$ cat src/sv/bbc_pkg.sv
// ----------------------------------------------------------------------------
// bbc_pkg: shared types and constants of the bracket balance checker
// Holds the bracket characters, verdict codes, the front-to-back command
// type and the byte classifier.
// ----------------------------------------------------------------------------
package bbc_pkg;

  localparam int unsigned STACK_DEPTH_DEFAULT = 64;

  localparam logic [7:0] CH_OPEN_PAREN   = 8'h28;  // (
  localparam logic [7:0] CH_OPEN_BRACE   = 8'h7B;  // {
  localparam logic [7:0] CH_OPEN_SQUARE  = 8'h5B;  // [
  localparam logic [7:0] CH_OPEN_ANGLE   = 8'h3C;  // <
  localparam logic [7:0] CH_CLOSE_PAREN  = 8'h29;  // )
  localparam logic [7:0] CH_CLOSE_BRACE  = 8'h7D;  // }
  localparam logic [7:0] CH_CLOSE_SQUARE = 8'h5D;  // ]
  localparam logic [7:0] CH_CLOSE_ANGLE  = 8'h3E;  // >

  localparam logic [1:0] KIND_PAREN  = 2'd0;
  localparam logic [1:0] KIND_BRACE  = 2'd1;
  localparam logic [1:0] KIND_SQUARE = 2'd2;
  localparam logic [1:0] KIND_ANGLE  = 2'd3;

  localparam logic [2:0] VERDICT_OK          = 3'd0;
  localparam logic [2:0] VERDICT_CLOSE_EMPTY = 3'd1;
  localparam logic [2:0] VERDICT_WRONG_PAIR  = 3'd2;
  localparam logic [2:0] VERDICT_LEFT_OPEN   = 3'd3;
  localparam logic [2:0] VERDICT_OVERFLOW    = 3'd4;

  typedef enum logic [1:0] {
    OP_NONE,
    OP_OPEN,
    OP_CLOSE
  } op_e;

  typedef struct packed {
    op_e        op;
    logic [1:0] kind;
    logic       last;
  } cmd_t;

  typedef struct packed {
    logic [2:0] verdict_code;
    logic       is_balanced;
  } verdict_t;

  // Map one byte to a stack command; absent bytes become no-ops.
  function automatic cmd_t classify(logic [7:0] ch, logic present, logic last);
    cmd_t c;
    c.op   = OP_NONE;
    c.kind = KIND_PAREN;
    c.last = last;
    if (present) begin
      unique case (ch)
        CH_OPEN_PAREN:   begin c.op = OP_OPEN;  c.kind = KIND_PAREN;  end
        CH_OPEN_BRACE:   begin c.op = OP_OPEN;  c.kind = KIND_BRACE;  end
        CH_OPEN_SQUARE:  begin c.op = OP_OPEN;  c.kind = KIND_SQUARE; end
        CH_OPEN_ANGLE:   begin c.op = OP_OPEN;  c.kind = KIND_ANGLE;  end
        CH_CLOSE_PAREN:  begin c.op = OP_CLOSE; c.kind = KIND_PAREN;  end
        CH_CLOSE_BRACE:  begin c.op = OP_CLOSE; c.kind = KIND_BRACE;  end
        CH_CLOSE_SQUARE: begin c.op = OP_CLOSE; c.kind = KIND_SQUARE; end
        CH_CLOSE_ANGLE:  begin c.op = OP_CLOSE; c.kind = KIND_ANGLE;  end
        default:         c.op = OP_NONE;
      endcase
    end
    return c;
  endfunction

endpackage

$ cat src/sv/bbc_ram.sv
// ----------------------------------------------------------------------------
// bbc_ram: generic single-write, single-read RAM
// One write port and one read port with registered read data.
// ----------------------------------------------------------------------------
module bbc_ram #(
  parameter int unsigned WIDTH = 2,
  parameter int unsigned DEPTH = 64,
  localparam int unsigned AW   = (DEPTH > 1) ? $clog2(DEPTH) : 1
) (
  input  logic             clk_i,
  input  logic             we_i,
  input  logic [AW-1:0]    waddr_i,
  input  logic [WIDTH-1:0] wdata_i,
  input  logic [AW-1:0]    raddr_i,
  output logic [WIDTH-1:0] rdata_o
);

  logic [WIDTH-1:0] mem_q [DEPTH];
  logic [WIDTH-1:0] rdata_q;

  always_ff @(posedge clk_i) begin
    if (we_i) begin
      mem_q[waddr_i] <= wdata_i;
    end
    rdata_q <= mem_q[raddr_i];
  end

  assign rdata_o = rdata_q;

endmodule

$ cat src/sv/bbc_back.sv
// ----------------------------------------------------------------------------
// bbc_back: stack engine of the bracket balance checker
// Execute one command a cycle unless a held verdict stalls it; register verdicts.
// ----------------------------------------------------------------------------
module bbc_back
  import bbc_pkg::*;
#(
  parameter int unsigned STACK_DEPTH = STACK_DEPTH_DEFAULT,
  localparam int unsigned DW = $clog2(STACK_DEPTH + 1),
  localparam int unsigned AW = $clog2(STACK_DEPTH)
) (
  input  logic     clk_i,
  input  logic     rst_ni,
  input  logic     cmd_valid_i,
  output logic     cmd_ready_o,
  input  cmd_t     cmd_i,
  output logic     out_valid_o,
  input  logic     out_ready_i,
  output verdict_t out_o
);

  // Top of stack lives in a register; entries below it live in the RAM.
  logic [DW-1:0] depth_q, depth_d, depth_nx;
  logic [2:0]    err_q, err_d, err_nx;
  logic [1:0]    top_q, top_d;
  logic          byp_q;
  logic [1:0]    byp_val_q;
  logic          out_valid_q, out_valid_d;
  verdict_t      out_q;

  logic          out_free, exec, active, full;
  logic          do_push, do_pop, ovf, close_empty, wrong;
  logic [1:0]    below, rdata;
  logic          ram_we;
  logic [AW-1:0] ram_waddr, ram_raddr;
  logic [DW-1:0] raddr_full;
  logic [2:0]    verdict;

  assign out_free    = !out_valid_q || out_ready_i;
  assign cmd_ready_o = !cmd_i.last || out_free;
  assign exec        = cmd_valid_i && cmd_ready_o;
  assign active      = exec && (err_q == VERDICT_OK);
  assign full        = (depth_q == DW'(STACK_DEPTH));

  assign do_push     = active && (cmd_i.op == OP_OPEN) && !full;
  assign ovf         = active && (cmd_i.op == OP_OPEN) && full;
  assign close_empty = active && (cmd_i.op == OP_CLOSE) && (depth_q == '0);
  assign wrong       = active && (cmd_i.op == OP_CLOSE) && (depth_q != '0)
                       && (top_q != cmd_i.kind);
  assign do_pop      = active && (cmd_i.op == OP_CLOSE) && (depth_q != '0)
                       && (top_q == cmd_i.kind);

  assign below = byp_q ? byp_val_q : rdata;

  always_comb begin
    depth_nx = depth_q;
    if (do_push) begin
      depth_nx = depth_q + DW'(1);
    end else if (do_pop) begin
      depth_nx = depth_q - DW'(1);
    end

    err_nx = err_q;
    if (ovf) begin
      err_nx = VERDICT_OVERFLOW;
    end else if (close_empty) begin
      err_nx = VERDICT_CLOSE_EMPTY;
    end else if (wrong) begin
      err_nx = VERDICT_WRONG_PAIR;
    end

    if (err_nx != VERDICT_OK) begin
      verdict = err_nx;
    end else if (depth_nx != '0) begin
      verdict = VERDICT_LEFT_OPEN;
    end else begin
      verdict = VERDICT_OK;
    end

    top_d = top_q;
    if (do_push) begin
      top_d = cmd_i.kind;
    end else if (do_pop) begin
      top_d = below;
    end

    // A finished expression leaves an empty stack and no error.
    if (exec && cmd_i.last) begin
      depth_d = '0;
      err_d   = VERDICT_OK;
    end else begin
      depth_d = depth_nx;
      err_d   = err_nx;
    end

    out_valid_d = out_valid_q && !out_ready_i;
    if (exec && cmd_i.last) begin
      out_valid_d = 1'b1;
    end
  end

  // Spill the old top on a push; prefetch the entry below the next top.
  assign ram_we     = do_push && (depth_q != '0);
  assign ram_waddr  = AW'(depth_q - DW'(1));
  assign raddr_full = depth_nx - DW'(2);
  assign ram_raddr  = raddr_full[AW-1:0];

  bbc_ram #(
    .WIDTH (2),
    .DEPTH (STACK_DEPTH)
  ) u_stack_ram (
    .clk_i   (clk_i),
    .we_i    (ram_we),
    .waddr_i (ram_waddr),
    .wdata_i (top_q),
    .raddr_i (ram_raddr),
    .rdata_o (rdata)
  );

  always_ff @(posedge clk_i or negedge rst_ni) begin
    if (!rst_ni) begin
      depth_q     <= '0;
      err_q       <= VERDICT_OK;
      byp_q       <= 1'b0;
      out_valid_q <= 1'b0;
    end else begin
      depth_q     <= depth_d;
      err_q       <= err_d;
      byp_q       <= do_push;
      out_valid_q <= out_valid_d;
    end
  end

  always_ff @(posedge clk_i) begin
    top_q     <= top_d;
    byp_val_q <= top_q;
    if (exec && cmd_i.last) begin
      out_q.verdict_code <= verdict;
      out_q.is_balanced  <= (verdict == VERDICT_OK);
    end
  end

  assign out_valid_o = out_valid_q;
  assign out_o       = out_q;

  a_depth_bound: assert property (@(posedge clk_i) disable iff (!rst_ni)
    depth_q <= DW'(STACK_DEPTH))
    else $error("stack depth beyond capacity");

  a_end_clears: assert property (@(posedge clk_i) disable iff (!rst_ni)
    exec && cmd_i.last |=> depth_q == '0 && err_q == VERDICT_OK && out_valid_q)
    else $error("end of expression did not clear state");

  a_error_sticks: assert property (@(posedge clk_i) disable iff (!rst_ni)
    err_q != VERDICT_OK && !(exec && cmd_i.last) |=> $stable(err_q) && $stable(depth_q))
    else $error("state changed after an error");

  // Only a push onto a non-empty stack spills a real top entry.
  a_bypass_push: assert property (@(posedge clk_i) disable iff (!rst_ni)
    do_push && (depth_q != '0) |=> byp_q && byp_val_q == $past(top_q))
    else $error("bypass not armed after push");

endmodule

$ cat config.mk
export PLATFORM = sky130hd
export DESIGN_NAME = bbc_back
export DESIGN_NICKNAME = d
export VERILOG_FILES = /design/src/sv/bbc_pkg.sv /design/src/sv/bbc_ram.sv /design/src/sv/bbc_back.sv
export SDC_FILE = /design/constraint.sdc
export NUM_CORES = 1
export LEC_CHECK = 0
export ABC_AREA = 0
export BUFFER_PORTS_ARGS = -buffer_cell sky130_fd_sc_hd__clkbuf_2
export CAP_MARGIN = 0
export CORE_MARGIN = 5
export CORE_UTILIZATION = 60
export DETAILED_ROUTE_END_ITERATION = 8
export PLACE_DENSITY = 0.77
export SLEW_MARGIN = 20
export SYNTH_ARGS = -nofsm -noshare
export SYNTH_HDL_FRONTEND = slang
export SYNTH_SLANG_ARGS = --single-unit
export TNS_END_PERCENT = 100
$ cat constraint.sdc
create_clock -name clk_i -period 4.3 [get_ports clk_i]
set_input_delay 0.645 -clock clk_i [delete_from_list [all_inputs] [get_ports clk_i]]
set_output_delay 0.645 -clock clk_i [all_outputs]
set_load 0.1 [all_outputs]
==> impl_metrics.ini <==
[worst_setup_path]
cp_slowest_stage_delay_ns = 0.52
worstPathRequired_ns = 4.61
endpoint = u_stack_ram.rdata_o[1]$_DFF_P_
critPathMaxFanout = 27
r2r_end = u_stack_ram.rdata_o[1]$_DFF_P_
critPathLaunch = depth_q[0]$_DFF_PN0_
r2r_slack_ns = 0.49
cp-start-kind = flop
cp_slowest_cell = mux4_2
path_class = reg -> reg
critPathCaptureType = flop
r2r-start = depth_q[0]$_DFF_PN0_
cp.arrival_ns = 4.11
path_cells = inv_1, ha_1, nor3b_4, nand3_1, a32oi_2, xnor2_4, buf_12, mux4_2, mux2i_1, mux2i_1, o2111ai_1, nand3_1
rr_worst_depth = 12

[finish]
drive_gt1_share_pct = 17.3
final_nets = 517
filler_cell_count = 742
syn2layout_area_growth_pct = 12.3
insertedDiodeCount = 0
multiInputGateArea_sq_mm = 0.00223
final_cells = 659
seqCellArea_sq_mm = 0.00441

[global_routing]
busiest_layer = met2
grt_pass1_vias = 4250
antenna_found_initial = 0
grtUsageMet3_pct = 5.08
grtUsageTotal_pct = 23.8
grtUsageMet1_pct = 32.7
grt_max_degree = 66
use_met2_pct = 37.0
grt_overflow = 0
grt_pass1_wl_um = 23300

[clocking]
post_cts_buffers = 0
cts_hold_buf = 0
cts_inserted_buffers = 17
clk_latency_ns = 0.42
root_buffer = clkbuf_16
clkSinkCount = 150
htreeDepth = 4
clockBufferDepth = 2
ctsResizeCount = 0
cts_tree = yes
clk_pin_slew_ns = 0.06

[hold_path]
min_path_type = in -> async

[timing]
finClkSkew_ns = 0.0103
maxSlewHeadroom_pct = 49.1
fmax_mhz = 263
hold_violations = 0
setup_viol = 0
final.setup.tns_ns = 0
tightestPinTransition_ns = 0.764
rsz0062_at_grt = false
slew_viol_final = 0
min_period_over_period_pct = 88.5
period_minus_slack_ns = 3.81

[logic_synthesis]
mappedNetlistNets = 495
yosys.area_share.xor_xnor_pct = 2.92
synthMuxAreaShare_pct = 10.2
async_flop_share_pct = 8.00
ys_seq_area_share_pct = 65.1
syn_area_per_cell_sq_um = 14.0
synth-edff-count = 134
synth_top_family_by_area = simple AND/OR/NAND/NOR gates
synth_area_leaders = edfxtp_1, mux4_2, nor2_1
synth_simple_gate_area_share_pct = 13.1
synth_top_area_share_pct = 59.5
synth_ff_type = edfxtp_1
yosysWarnings = 0
yosysMostFrequentCell = edfxtp_1
syn_inst = 484
synth_seq_cells = 150
synth_compound_area_share_pct = 6.18
synthTopCellsByCount = edfxtp_1, nor2_1, nand2_1
synthDistinctLibCells = 59
synth_area_sq_mm = 0.00676
yosys.area.top_type = edfxtp_1
synthAdderAreaFrac_pct = 0.370

[detailed_routing]
vias_per_cell = 6.34
drc = 0
firstDrtPassIters = 5
routed_wl_um = 14500
final_antenna_net_count = 0
vias = 4175
wire_per_inst_um = 22.0
drt_iter0_drc = 438

[floorplan]
core_sq_mm = 0.0109
die_x_um = 116
io_pins = 15
rows = 38
die_area_sq_mm = 0.0135
die_y_um = 116
start_util_pct = 61.8

[place]
io_buffers = 14
dp_cells = 627
place.gp.congestion = 0.879
place_hpwl_um = 9270

[outcome]
status = complete, no violations

[power_and_ir_drop]
p_leak_nw = 2.61
fin_total_pwr_w = 0.00542
cellPowerDensity_mw_per_mm2 = 714
ir_worst_vdd_mv = 0.530

[run]
maxCapViolCount = 0
## worst min path at each step
stage,from,to,slack [ns],depth (start not counted)
CTS,rst_ni,err_q[1]$_DFF_PN0_,0.11,1
global route,rst_ni,err_q[1]$_DFF_PN0_,0.13,1
finish,rst_ni,err_q[1]$_DFF_PN0_,0.12,1
detailed placement,out_valid_o$_DFF_PN0_,out_valid_o$_DFF_PN0_,0.51,2
floorplan,rst_ni,byp_q$_DFF_PN0_,0.35,0
global placement,out_valid_o$_DFF_PN0_,out_valid_o$_DFF_PN0_,0.49,2
## critical path, delay by kind of cell (launching register included)
kind	cells	cell delay (ns)
mux	3	0.75
fa+ha+maj	1	0.33
flops	1	0.46
compound gates	2	0.65
xor+xnor	1	0.36
buf+inv	2	0.55
simple gates	3	0.57
## metal layers
metal,up-vias,wire (um)
met1,2076,5920
li1,1882,-
met2,180,6970
met5,-,0
met3,37,1150
met4,0,473
## placed cells by master (no fill, tap or decap), types with 4 or more instances in the layout
cell / netlist / routed
o2111ai_1: 5 / 5
bufinv_16: 0 / 4
o22ai_1: 5 / 5
mux4_2: 16 / 16
clkinv_2: 0 / 4
a31oi_1: 7 / 7
edfxtp_1: 134 / 134
dfrtp_1: 12 / 11
mux2i_1: 31 / 31
nand2_1: 42 / 42
a21oi_1: 7 / 7
xnor2_1: 10 / 10
o32ai_1: 6 / 6
nor3_1: 6 / 6
nand3_1: 11 / 11
xor2_1: 7 / 7
clkbuf_16: 0 / 17
buf_4: 5 / 8
nor2_1: 96 / 96
dfxtp_1: 4 / 4
inv_1: 6 / 6
clkbuf_2: 1 / 14
## stage by stage
stage	utilization [%]	cell area [sq um]	hold slack, ns	worst slack, ns
6_report	69.5	7590	0.123	0.494
5_1_grt	69.5	7590	0.133	0.225
4_1_cts	69.4	7590	0.114	0.465
3_5_place_dp	63.9	6980	0.510	0.481
3_3_place_gp	63.9	6980	0.492	0.588
2_1_floorplan	-	6760	0.349	0.218
## final cells by class
class	instances	share of cell area, %
inverters	6	0.297
well taps	140	2.31
clock buffers	17	5.60
repair buffers	23	1.98
flip-flops and latches	150	58.0
clock inverters	15	2.42
multi-input cells	308	29.4
## cells by family after synthesis
| logic type | Yosys count |
|---|---|
| muxes | 49 |
| AOI/OAI and AO/OA | 51 |
| adders and majority gates | 2 |
| and+or+nand+nor | 186 |
| xor gates and xnor gates | 20 |
| buffers and inverters | 26 |
| DFF | 150 |
## power by group
part	internal, W	switching, W
sequential	0.00169	0.0000724
combinational	0.000790	0.00135
clock	0.000961	0.000558
## sequential cells by signal (all words and copies together), names as in the netlist
register,flops
u_stack_ram.rdata_o,2
err_q,3
byp_q,1
depth_q,7
top_q,2
u_stack_ram.mem_q,128
byp_val_q,2
out_valid_o,1
out_o,4
No activity file was read; power rests on OpenSTA's default activity.
